<file path="config.mk">
export PLATFORM = sky130hd
export DESIGN_NAME = te_link_subtlv_parser_flat
export DESIGN_NICKNAME = d
export VERILOG_FILES = /design/src/rtl/tlsp_pkg.sv /design/src/rtl/tlsp_stream_if.sv /design/src/rtl/tlsp_core.sv /design/src/rtl/tlsp_fifo.sv /design/src/rtl/te_link_subtlv_parser.sv /design/src/flat_wrapper.sv
export SDC_FILE = /design/constraint.sdc
export NUM_CORES = 1
export LEC_CHECK = 0
export BUFFER_PORTS_ARGS = -buffer_cell sky130_fd_sc_hd__buf_2
export CAP_MARGIN = 40
export CORE_MARGIN = 3
export CORE_UTILIZATION = 60
export DETAILED_ROUTE_END_ITERATION = 10
export GPL_TIMING_DRIVEN = 0
export PLACE_DENSITY_LB_ADDON = 0.3
export SLEW_MARGIN = 20
export SYNTH_ARGS = -nofsm -noshare
export SYNTH_HDL_FRONTEND = slang
export SYNTH_HIERARCHICAL = 1
export SYNTH_SLANG_ARGS = --single-unit
export TNS_END_PERCENT = 20
</file>
<file path="constraint.sdc">
create_clock -name clk -period 7.8 [get_ports clk]
set_input_delay 0.39 -clock clk [delete_from_list [all_inputs] [get_ports clk]]
set_output_delay 0.39 -clock clk [all_outputs]
set_load 0.01 [all_outputs]
</file>
<file path="src/rtl/tlsp_pkg.sv">
package tlsp_pkg;

	localparam int UNRSV_WORDS = 8;

	localparam logic [15:0] ST_LINK_TYPE   = 16'd1;
	localparam logic [15:0] ST_LINK_ID     = 16'd2;
	localparam logic [15:0] ST_LOCAL_ADDR  = 16'd3;
	localparam logic [15:0] ST_REMOTE_ADDR = 16'd4;
	localparam logic [15:0] ST_METRIC      = 16'd5;
	localparam logic [15:0] ST_MAX_BW      = 16'd6;
	localparam logic [15:0] ST_MAX_RSV_BW  = 16'd7;
	localparam logic [15:0] ST_UNRSV_BW    = 16'd8;
	localparam logic [15:0] ST_ADMIN_GROUP = 16'd9;

	localparam logic [3:0] FC_LINK_TYPE   = 4'd0;
	localparam logic [3:0] FC_LINK_ID     = 4'd1;
	localparam logic [3:0] FC_LOCAL_ADDR  = 4'd2;
	localparam logic [3:0] FC_REMOTE_ADDR = 4'd3;
	localparam logic [3:0] FC_METRIC      = 4'd4;
	localparam logic [3:0] FC_MAX_BW      = 4'd5;
	localparam logic [3:0] FC_MAX_RSV_BW  = 4'd6;
	localparam logic [3:0] FC_UNRSV_BW    = 4'd7;
	localparam logic [3:0] FC_ADMIN_GROUP = 4'd8;
	localparam logic [3:0] FC_END         = 4'd9;

	typedef struct packed {
		logic [7:0] data_byte;
		logic       last_byte;
	} byte_t;

	typedef struct packed {
		logic [3:0]  field_code;
		logic [2:0]  slot_index;
		logic [31:0] field_value;
		logic        parse_ok;
		logic        last_result;
	} res_t;

	typedef struct packed {
		logic push_a;
		logic push_b;
		res_t res_a;
		res_t res_b;
	} push_t;

endpackage

</file>
<file path="src/rtl/tlsp_stream_if.sv">
interface tlsp_stream_if #(parameter type payload_t = logic);
	logic     valid;
	logic     ready;
	payload_t payload;

	modport source (output valid, output payload, input ready);
	modport sink (input valid, input payload, output ready);
endinterface

</file>
<file path="src/rtl/tlsp_core.sv">
module tlsp_core #(
	parameter int ADDR_SLOTS = 8
) (
	input  logic            clk,
	input  logic            arst_n,
	input  logic            acc,
	input  tlsp_pkg::byte_t in_byte,
	output tlsp_pkg::push_t push
);
	import tlsp_pkg::*;

	localparam int FILL_W = $clog2(ADDR_SLOTS + 1);

	logic [1:0]        hdr_pos_q, hdr_pos_n;
	logic              in_value_q, in_value_n;
	logic [15:0]       voff_q, voff_n;
	logic [15:0]       type_q, type_n;
	logic [15:0]       len_q, len_n;
	logic [31:0]       shift_q, shift_n;
	logic [3:0]        wc_q, wc_n;
	logic [FILL_W-1:0] lfill_q, lfill_n;
	logic [FILL_W-1:0] rfill_q, rfill_n;
	logic              seen_type_q, seen_type_n;
	logic              seen_id_q, seen_id_n;

	logic        fld_v;
	res_t        fld;
	res_t        end_res;
	logic [16:0] padded;
	logic [16:0] voff_inc;
	logic [7:0]  b;

	assign b        = in_byte.data_byte;
	assign padded   = ({1'b0, len_q} + 17'd3) & ~17'd3;
	assign voff_inc = {1'b0, voff_q} + 17'd1;

	always_comb begin
		hdr_pos_n   = hdr_pos_q;
		in_value_n  = in_value_q;
		voff_n      = voff_q;
		type_n      = type_q;
		len_n       = len_q;
		shift_n     = shift_q;
		wc_n        = wc_q;
		lfill_n     = lfill_q;
		rfill_n     = rfill_q;
		seen_type_n = seen_type_q;
		seen_id_n   = seen_id_q;
		fld_v       = 1'b0;
		fld         = '0;

		if (!in_value_q) begin
			unique case (hdr_pos_q)
				2'd0: type_n = {b, 8'h00};
				2'd1: type_n = {type_q[15:8], b};
				2'd2: len_n  = {b, 8'h00};
				2'd3: len_n  = {len_q[15:8], b};
			endcase
			if (hdr_pos_q == 2'd3) begin
				shift_n    = '0;
				wc_n       = '0;
				voff_n     = '0;
				hdr_pos_n  = 2'd0;
				in_value_n = (len_n != 16'd0);
			end else begin
				hdr_pos_n = hdr_pos_q + 2'd1;
			end
		end else begin
			shift_n = {shift_q[23:0], b};
			// length is nonzero here, so the link type byte is always in range
			if (voff_q == 16'd0 && type_q == ST_LINK_TYPE) begin
				fld_v             = 1'b1;
				fld.field_code    = FC_LINK_TYPE;
				fld.field_value   = {24'h000000, b};
				seen_type_n       = 1'b1;
			end
			if (voff_q[1:0] == 2'b11) begin
				if (voff_inc <= {1'b0, len_q}) begin
					fld.field_value = shift_n;
					if (type_q == ST_UNRSV_BW) begin
						if (wc_q < 4'(UNRSV_WORDS)) begin
							fld_v          = 1'b1;
							fld.field_code = FC_UNRSV_BW;
							fld.slot_index = 3'(wc_q);
						end
					end else if (wc_q == 4'd0) begin
						unique case (type_q)
							ST_LINK_ID: begin
								fld_v          = 1'b1;
								fld.field_code = FC_LINK_ID;
								seen_id_n      = 1'b1;
							end
							ST_LOCAL_ADDR: begin
								if (lfill_q < FILL_W'(ADDR_SLOTS)) begin
									fld_v          = 1'b1;
									fld.field_code = FC_LOCAL_ADDR;
									fld.slot_index = 3'(lfill_q);
									if (shift_n != 32'd0) lfill_n = lfill_q + FILL_W'(1);
								end
							end
							ST_REMOTE_ADDR: begin
								if (rfill_q < FILL_W'(ADDR_SLOTS)) begin
									fld_v          = 1'b1;
									fld.field_code = FC_REMOTE_ADDR;
									fld.slot_index = 3'(rfill_q);
									if (shift_n != 32'd0) rfill_n = rfill_q + FILL_W'(1);
								end
							end
							ST_METRIC: begin
								fld_v          = 1'b1;
								fld.field_code = FC_METRIC;
							end
							ST_MAX_BW: begin
								fld_v          = 1'b1;
								fld.field_code = FC_MAX_BW;
							end
							ST_MAX_RSV_BW: begin
								fld_v          = 1'b1;
								fld.field_code = FC_MAX_RSV_BW;
							end
							ST_ADMIN_GROUP: begin
								fld_v          = 1'b1;
								fld.field_code = FC_ADMIN_GROUP;
							end
							default: ;
						endcase
					end
				end
				if (wc_q != 4'hF) wc_n = wc_q + 4'd1;
			end
			voff_n = voff_q + 16'd1;
			if (voff_inc >= padded) begin
				in_value_n = 1'b0;
				hdr_pos_n  = 2'd0;
			end
		end

		end_res             = '0;
		end_res.field_code  = FC_END;
		end_res.parse_ok    = seen_type_n & seen_id_n;
		end_res.last_result = 1'b1;

		push = '0;
		if (in_byte.last_byte) begin
			if (fld_v) begin
				push.push_a = acc;
				push.res_a  = fld;
				push.push_b = acc;
				push.res_b  = end_res;
			end else begin
				push.push_a = acc;
				push.res_a  = end_res;
			end
			hdr_pos_n   = 2'd0;
			in_value_n  = 1'b0;
			voff_n      = '0;
			type_n      = '0;
			len_n       = '0;
			shift_n     = '0;
			wc_n        = '0;
			lfill_n     = '0;
			rfill_n     = '0;
			seen_type_n = 1'b0;
			seen_id_n   = 1'b0;
		end else begin
			push.push_a = acc & fld_v;
			push.res_a  = fld;
		end
	end

	always_ff @(posedge clk or negedge arst_n) begin
		if (!arst_n) begin
			hdr_pos_q   <= '0;
			in_value_q  <= 1'b0;
			voff_q      <= '0;
			type_q      <= '0;
			len_q       <= '0;
			shift_q     <= '0;
			wc_q        <= '0;
			lfill_q     <= '0;
			rfill_q     <= '0;
			seen_type_q <= 1'b0;
			seen_id_q   <= 1'b0;
		end else if (acc) begin
			hdr_pos_q   <= hdr_pos_n;
			in_value_q  <= in_value_n;
			voff_q      <= voff_n;
			type_q      <= type_n;
			len_q       <= len_n;
			shift_q     <= shift_n;
			wc_q        <= wc_n;
			lfill_q     <= lfill_n;
			rfill_q     <= rfill_n;
			seen_type_q <= seen_type_n;
			seen_id_q   <= seen_id_n;
		end
	end

	a_last_clears: assert property (@(posedge clk) disable iff (!arst_n)
		acc && in_byte.last_byte |=> !in_value_q && hdr_pos_q == 2'd0
			&& !seen_type_q && !seen_id_q && lfill_q == '0 && rfill_q == '0)
		else $error("state not cleared after last byte");

	a_push_order: assert property (@(posedge clk) disable iff (!arst_n)
		push.push_b |-> push.push_a && push.res_b.last_result && !push.res_a.last_result)
		else $error("second result without a field result ahead of it");

	a_fill_bound: assert property (@(posedge clk) disable iff (!arst_n)
		lfill_q <= FILL_W'(ADDR_SLOTS) && rfill_q <= FILL_W'(ADDR_SLOTS))
		else $error("address fill beyond slot count");

endmodule

</file>
<file path="src/rtl/tlsp_fifo.sv">
module tlsp_fifo (
	input  logic            clk,
	input  logic            arst_n,
	input  tlsp_pkg::push_t push,
	input  logic            pop,
	output logic            space,
	output logic            nonempty,
	output tlsp_pkg::res_t  head
);
	import tlsp_pkg::*;

	localparam int DEPTH = 4;
	localparam int PTR_W = $clog2(DEPTH);
	localparam int CNT_W = $clog2(DEPTH + 1);

	res_t             mem [DEPTH];
	logic [PTR_W-1:0] wr_ptr_q, rd_ptr_q;
	logic [CNT_W-1:0] cnt_q;
	logic [PTR_W-1:0] wr_ptr_b;
	logic [1:0]       n_push;

	assign wr_ptr_b = wr_ptr_q + PTR_W'(1);
	assign n_push   = {1'b0, push.push_a} + {1'b0, push.push_b};
	assign space    = cnt_q <= CNT_W'(DEPTH - 2);
	assign nonempty = cnt_q != '0;
	assign head     = mem[rd_ptr_q];

	always_ff @(posedge clk) begin
		if (push.push_a) mem[wr_ptr_q] <= push.res_a;
		if (push.push_b) mem[wr_ptr_b] <= push.res_b;
	end

	always_ff @(posedge clk or negedge arst_n) begin
		if (!arst_n) begin
			wr_ptr_q <= '0;
			rd_ptr_q <= '0;
			cnt_q    <= '0;
		end else begin
			wr_ptr_q <= wr_ptr_q + PTR_W'(n_push);
			if (pop) rd_ptr_q <= rd_ptr_q + PTR_W'(1);
			cnt_q <= cnt_q + CNT_W'(n_push) - CNT_W'(pop);
		end
	end

	a_cnt_bound: assert property (@(posedge clk) disable iff (!arst_n)
		cnt_q <= CNT_W'(DEPTH))
		else $error("result queue overflow");

	a_no_push_full: assert property (@(posedge clk) disable iff (!arst_n)
		!space |-> !push.push_a && !push.push_b)
		else $error("push while queue has no room for two");

endmodule

</file>
<file path="src/rtl/te_link_subtlv_parser.sv">
// Byte-serial parser for the sub-TLVs of a traffic engineering Link TLV body.
// One byte is taken per cycle; each byte updates the parser state in the same
// cycle and may queue up to two results (a decoded field, then the end status
// on the byte marked last). Results leave through a four-entry queue, one per
// cycle while the receiver is ready; input ready drops only while that queue
// holds more than two results, so the byte rate is one per cycle whenever the
// result side keeps up. ADDR_SLOTS sets how many local and remote address
// slots fill (a zero address takes none); addresses beyond them are dropped.
module te_link_subtlv_parser #(
	parameter int ADDR_SLOTS = 8
) (
	input  logic                 clk,
	input  logic                 arst_n,
	tlsp_stream_if.sink          bytes,
	tlsp_stream_if.source        results
);
	import tlsp_pkg::*;

	logic  acc;
	logic  pop;
	logic  space;
	logic  nonempty;
	push_t push;
	res_t  head;
	byte_t in_byte;

	assign in_byte       = bytes.payload;
	assign bytes.ready   = space;
	assign acc           = bytes.valid && space;
	assign results.valid = nonempty;
	assign results.payload = head;
	assign pop           = nonempty && results.ready;

	tlsp_core #(.ADDR_SLOTS(ADDR_SLOTS)) u_core (
		.clk     (clk),
		.arst_n  (arst_n),
		.acc     (acc),
		.in_byte (in_byte),
		.push    (push)
	);

	tlsp_fifo u_fifo (
		.clk      (clk),
		.arst_n   (arst_n),
		.push     (push),
		.pop      (pop),
		.space    (space),
		.nonempty (nonempty),
		.head     (head)
	);

endmodule
</file>
<file path="src/flat_wrapper.sv">
// flat-port wrapper written by rule: the top's interface ports become plain ports
module te_link_subtlv_parser_flat import tlsp_pkg::*;
#(
	parameter int ADDR_SLOTS = 8
)
  (clk, arst_n, bytes_valid, bytes_payload, bytes_ready, results_valid, results_payload, results_ready);
  tlsp_stream_if bytes_i ();
  tlsp_stream_if results_i ();
  input  logic clk;
  input  logic arst_n;
  input wire logic [$bits(bytes_i.valid)-1:0] bytes_valid;
  input wire logic [$bits(bytes_i.payload)-1:0] bytes_payload;
  output wire logic [$bits(bytes_i.ready)-1:0] bytes_ready;
  output wire logic [$bits(results_i.valid)-1:0] results_valid;
  output wire logic [$bits(results_i.payload)-1:0] results_payload;
  input wire logic [$bits(results_i.ready)-1:0] results_ready;
  assign bytes_i.valid = bytes_valid;
  assign bytes_i.payload = bytes_payload;
  assign bytes_ready = bytes_i.ready;
  assign results_valid = results_i.valid;
  assign results_payload = results_i.payload;
  assign results_i.ready = results_ready;
  te_link_subtlv_parser #(.ADDR_SLOTS(ADDR_SLOTS)) u_core (.clk(clk), .arst_n(arst_n), .bytes(bytes_i), .results(results_i));
endmodule
</file>
==> impl_metrics.ini <==
[global_routing]
grt_pass1_wl_um = 22500
antenna_found_initial = 0
grt_use_total_pct = 25.0
grt_pass1_vias = 4768
grt.overflow.total = 0
grt_max_degree = 65

[cts]
clk_latency_ns = 0.39
h-tree-depth = 3
numCtsBuffers = 9
cts_buffer_depth = 2
cts_setup_buffers = 0
clock-sinks = 98
clk_pin_slew_ns = 0.09
holdBufCountCts = 1
ctsResizeCount = 0
cts-root-buf = clkbuf_8
tritoncts = built

[die]
fp.dieH_um = 106
num_rows = 36
die_area_mm2 = 0.0113
start_util_pct = 62.0
design.portCount = 8
core_area_mm2 = 0.00977
die_w_um = 106

[layout]
final.fill_count = 831
multi_input_area_mm2 = 0.00341
fin_cells = 850
layout-drive-gt1-share_pct = 7.81
seq_area_mm2 = 0.00247
area_growth_pct = 10.1
antennaDiodeCount = 0
final_nets = 765
mostFrequentLayoutCell = dfrtp_1
layout_common_cells = 94 x dfrtp_1, 73 x nand2_1, 48 x conb_1

[setup_path]
reg2reg_depth = 24
worstSetupStartpointType = flop
arrival_ns = 6.46
crit_fanout = 8
worst_setup_path_end_kind = flop
required_ns = 8.09
path_class = flop to flop

[power_and_ir_drop]
leakage_uw = 0.00306
ir_drop_v = 0.000196
cellPowerDensity_mw_per_mm2 = 261

[sta]
finalMaxSlewViolations = 0
worst_pin_slew_ns = 0.801
rsz0062_at_grt = false
period_share_pct = 79.1
timing.final.ws_setup_ns = 1.63
finalSetupTns_ns = 0
finalHoldViolCount = 0
period_needed_ns = 6.17
finalClockSkew_ns = 0.00346
maxSlewHeadroom_pct = 45.2
finalSetupViolCount = 0
fmax_mhz = 162

[route]
ant_nets = 0
dr.first_iter.drc_count = 375
firstDrtPassIters = 7
vias = 4853
wirelength_um = 13400
viasPerCell = 5.71
post_drt_wl_per_cell_um = 15.7
drcViolationCount = 0

[synthesis]
syn_inst = 645
synth_area_mm2 = 0.00606
avgSynthCellArea_um2 = 9.39
yosysWarningCount = 6

[outcome]
status = finished, final reports clean

[placement]
dp_cells = 833
dp_hpwl_um = 10000
pre_cts_slack_ns = 1.69
io_buffers = 7
globalplace.congestion = 0.909

[flow_run]
drv_cap = 0

[hold_path]
hold_class = input port to flop
hold_depth = 3
sequential cells by signal, summed over array words and instances (netlist names), 3 cells and up:
signal	count
u_core/u_core/shift_q	24
u_core/u_core/len_q	16
u_core/u_core/type_q	16
u_core/u_core/voff_q	16
u_core/u_core/lfill_q	4
u_core/u_core/rfill_q	4
u_core/u_core/wc_q	4
u_core/u_fifo/mem	4
u_core/u_fifo/cnt_q	3
report_power, final:
group,internal (µW),leakage (µW),switching (µW)
clock network,137,0.0000947,185
registers,629,0.00131,97.6
logic,279,0.00165,414
total,1050,0.00306,696
cell type report:
| cell class | instances | area share, % |
|---|---|---|
| Buffer | 49 | 3.21 |
| Clock buffer | 12 | 2.33 |
| Clock inverter | 4 | 0.544 |
| Inverter | 38 | 2.14 |
| Multi-Input combinational cell | 507 | 51.1 |
| Sequential cell | 98 | 37.1 |
| Tap cell | 133 | 2.49 |
| Timing Repair Buffer | 9 | 1.18 |
final timing paths:
path	from	end	slack, ns
worst max-delay path	u_core/u_core/voff_q[2]$_DFFE_PN0P_	u_core/u_fifo/cnt_q[2]$_DFF_PN0_	1.63
worst min-delay path	results_ready	u_core/u_fifo/rd_ptr_q[0]$_DFFE_PN0P_	0.36
worst max register to register	u_core/u_core/voff_q[2]$_DFFE_PN0P_	u_core/u_fifo/cnt_q[2]$_DFF_PN0_	1.63
worst min register to register	u_core/u_fifo/wr_ptr_q[0]$_DFF_PN0_	u_core/u_fifo/wr_ptr_q[0]$_DFF_PN0_	0.50
max in group asynchronous	arst_n	u_core/u_core/len_q[1]$_DFFE_PN0P_	6.75
min in group asynchronous	arst_n	u_core/u_core/shift_q[11]$_DFFE_PN0P_	0.44
metal layers:
metal	vias up	part of all wire, %	global-route usage, %
met5	-	0	0
li1	2397	-	-
met2	89	48	41.3
met3	21	4.0	5.83
met1	2346	46	33.0
met4	0	1.8	7.40
critical path, stage by stage, from the launching register on:
cell       delay (ns)
dfrtp_1          0.34
clkbuf_1         0.30
nand3_1          0.19
nor4_1           0.64
and3_1           0.24
clkbuf_1         0.20
nand3_1          0.12
xnor2_1          0.31
ha_1             0.32
nand3_1          0.14
nor3_1           0.08
a2111oi_2        0.42
o2111ai_1        0.38
a21oi_2          0.30
nand4_1          0.16
a21oi_1          0.42
ha_1             0.32
inv_1            0.06
ha_1             0.21
inv_1            0.06
ha_1             0.15
inv_1            0.06
fa_1             0.37
xor2_1           0.16
xnor2_1          0.12
through the flow:
stage                     instance area [µm²]  power (µW)  util [%]  hold WS, ns
after floorplan                          6240        1220         -       0.0944
after global placement                   6440        1370      65.9        0.473
after detailed placement                 6470        1420      66.2        0.292
after CTS                                6670        1740      68.3        0.353
after global routing                     6670        1870      68.3        0.374
final                                    6670        1740      68.3        0.363
No activity file was read; power rests on OpenSTA's default activity.
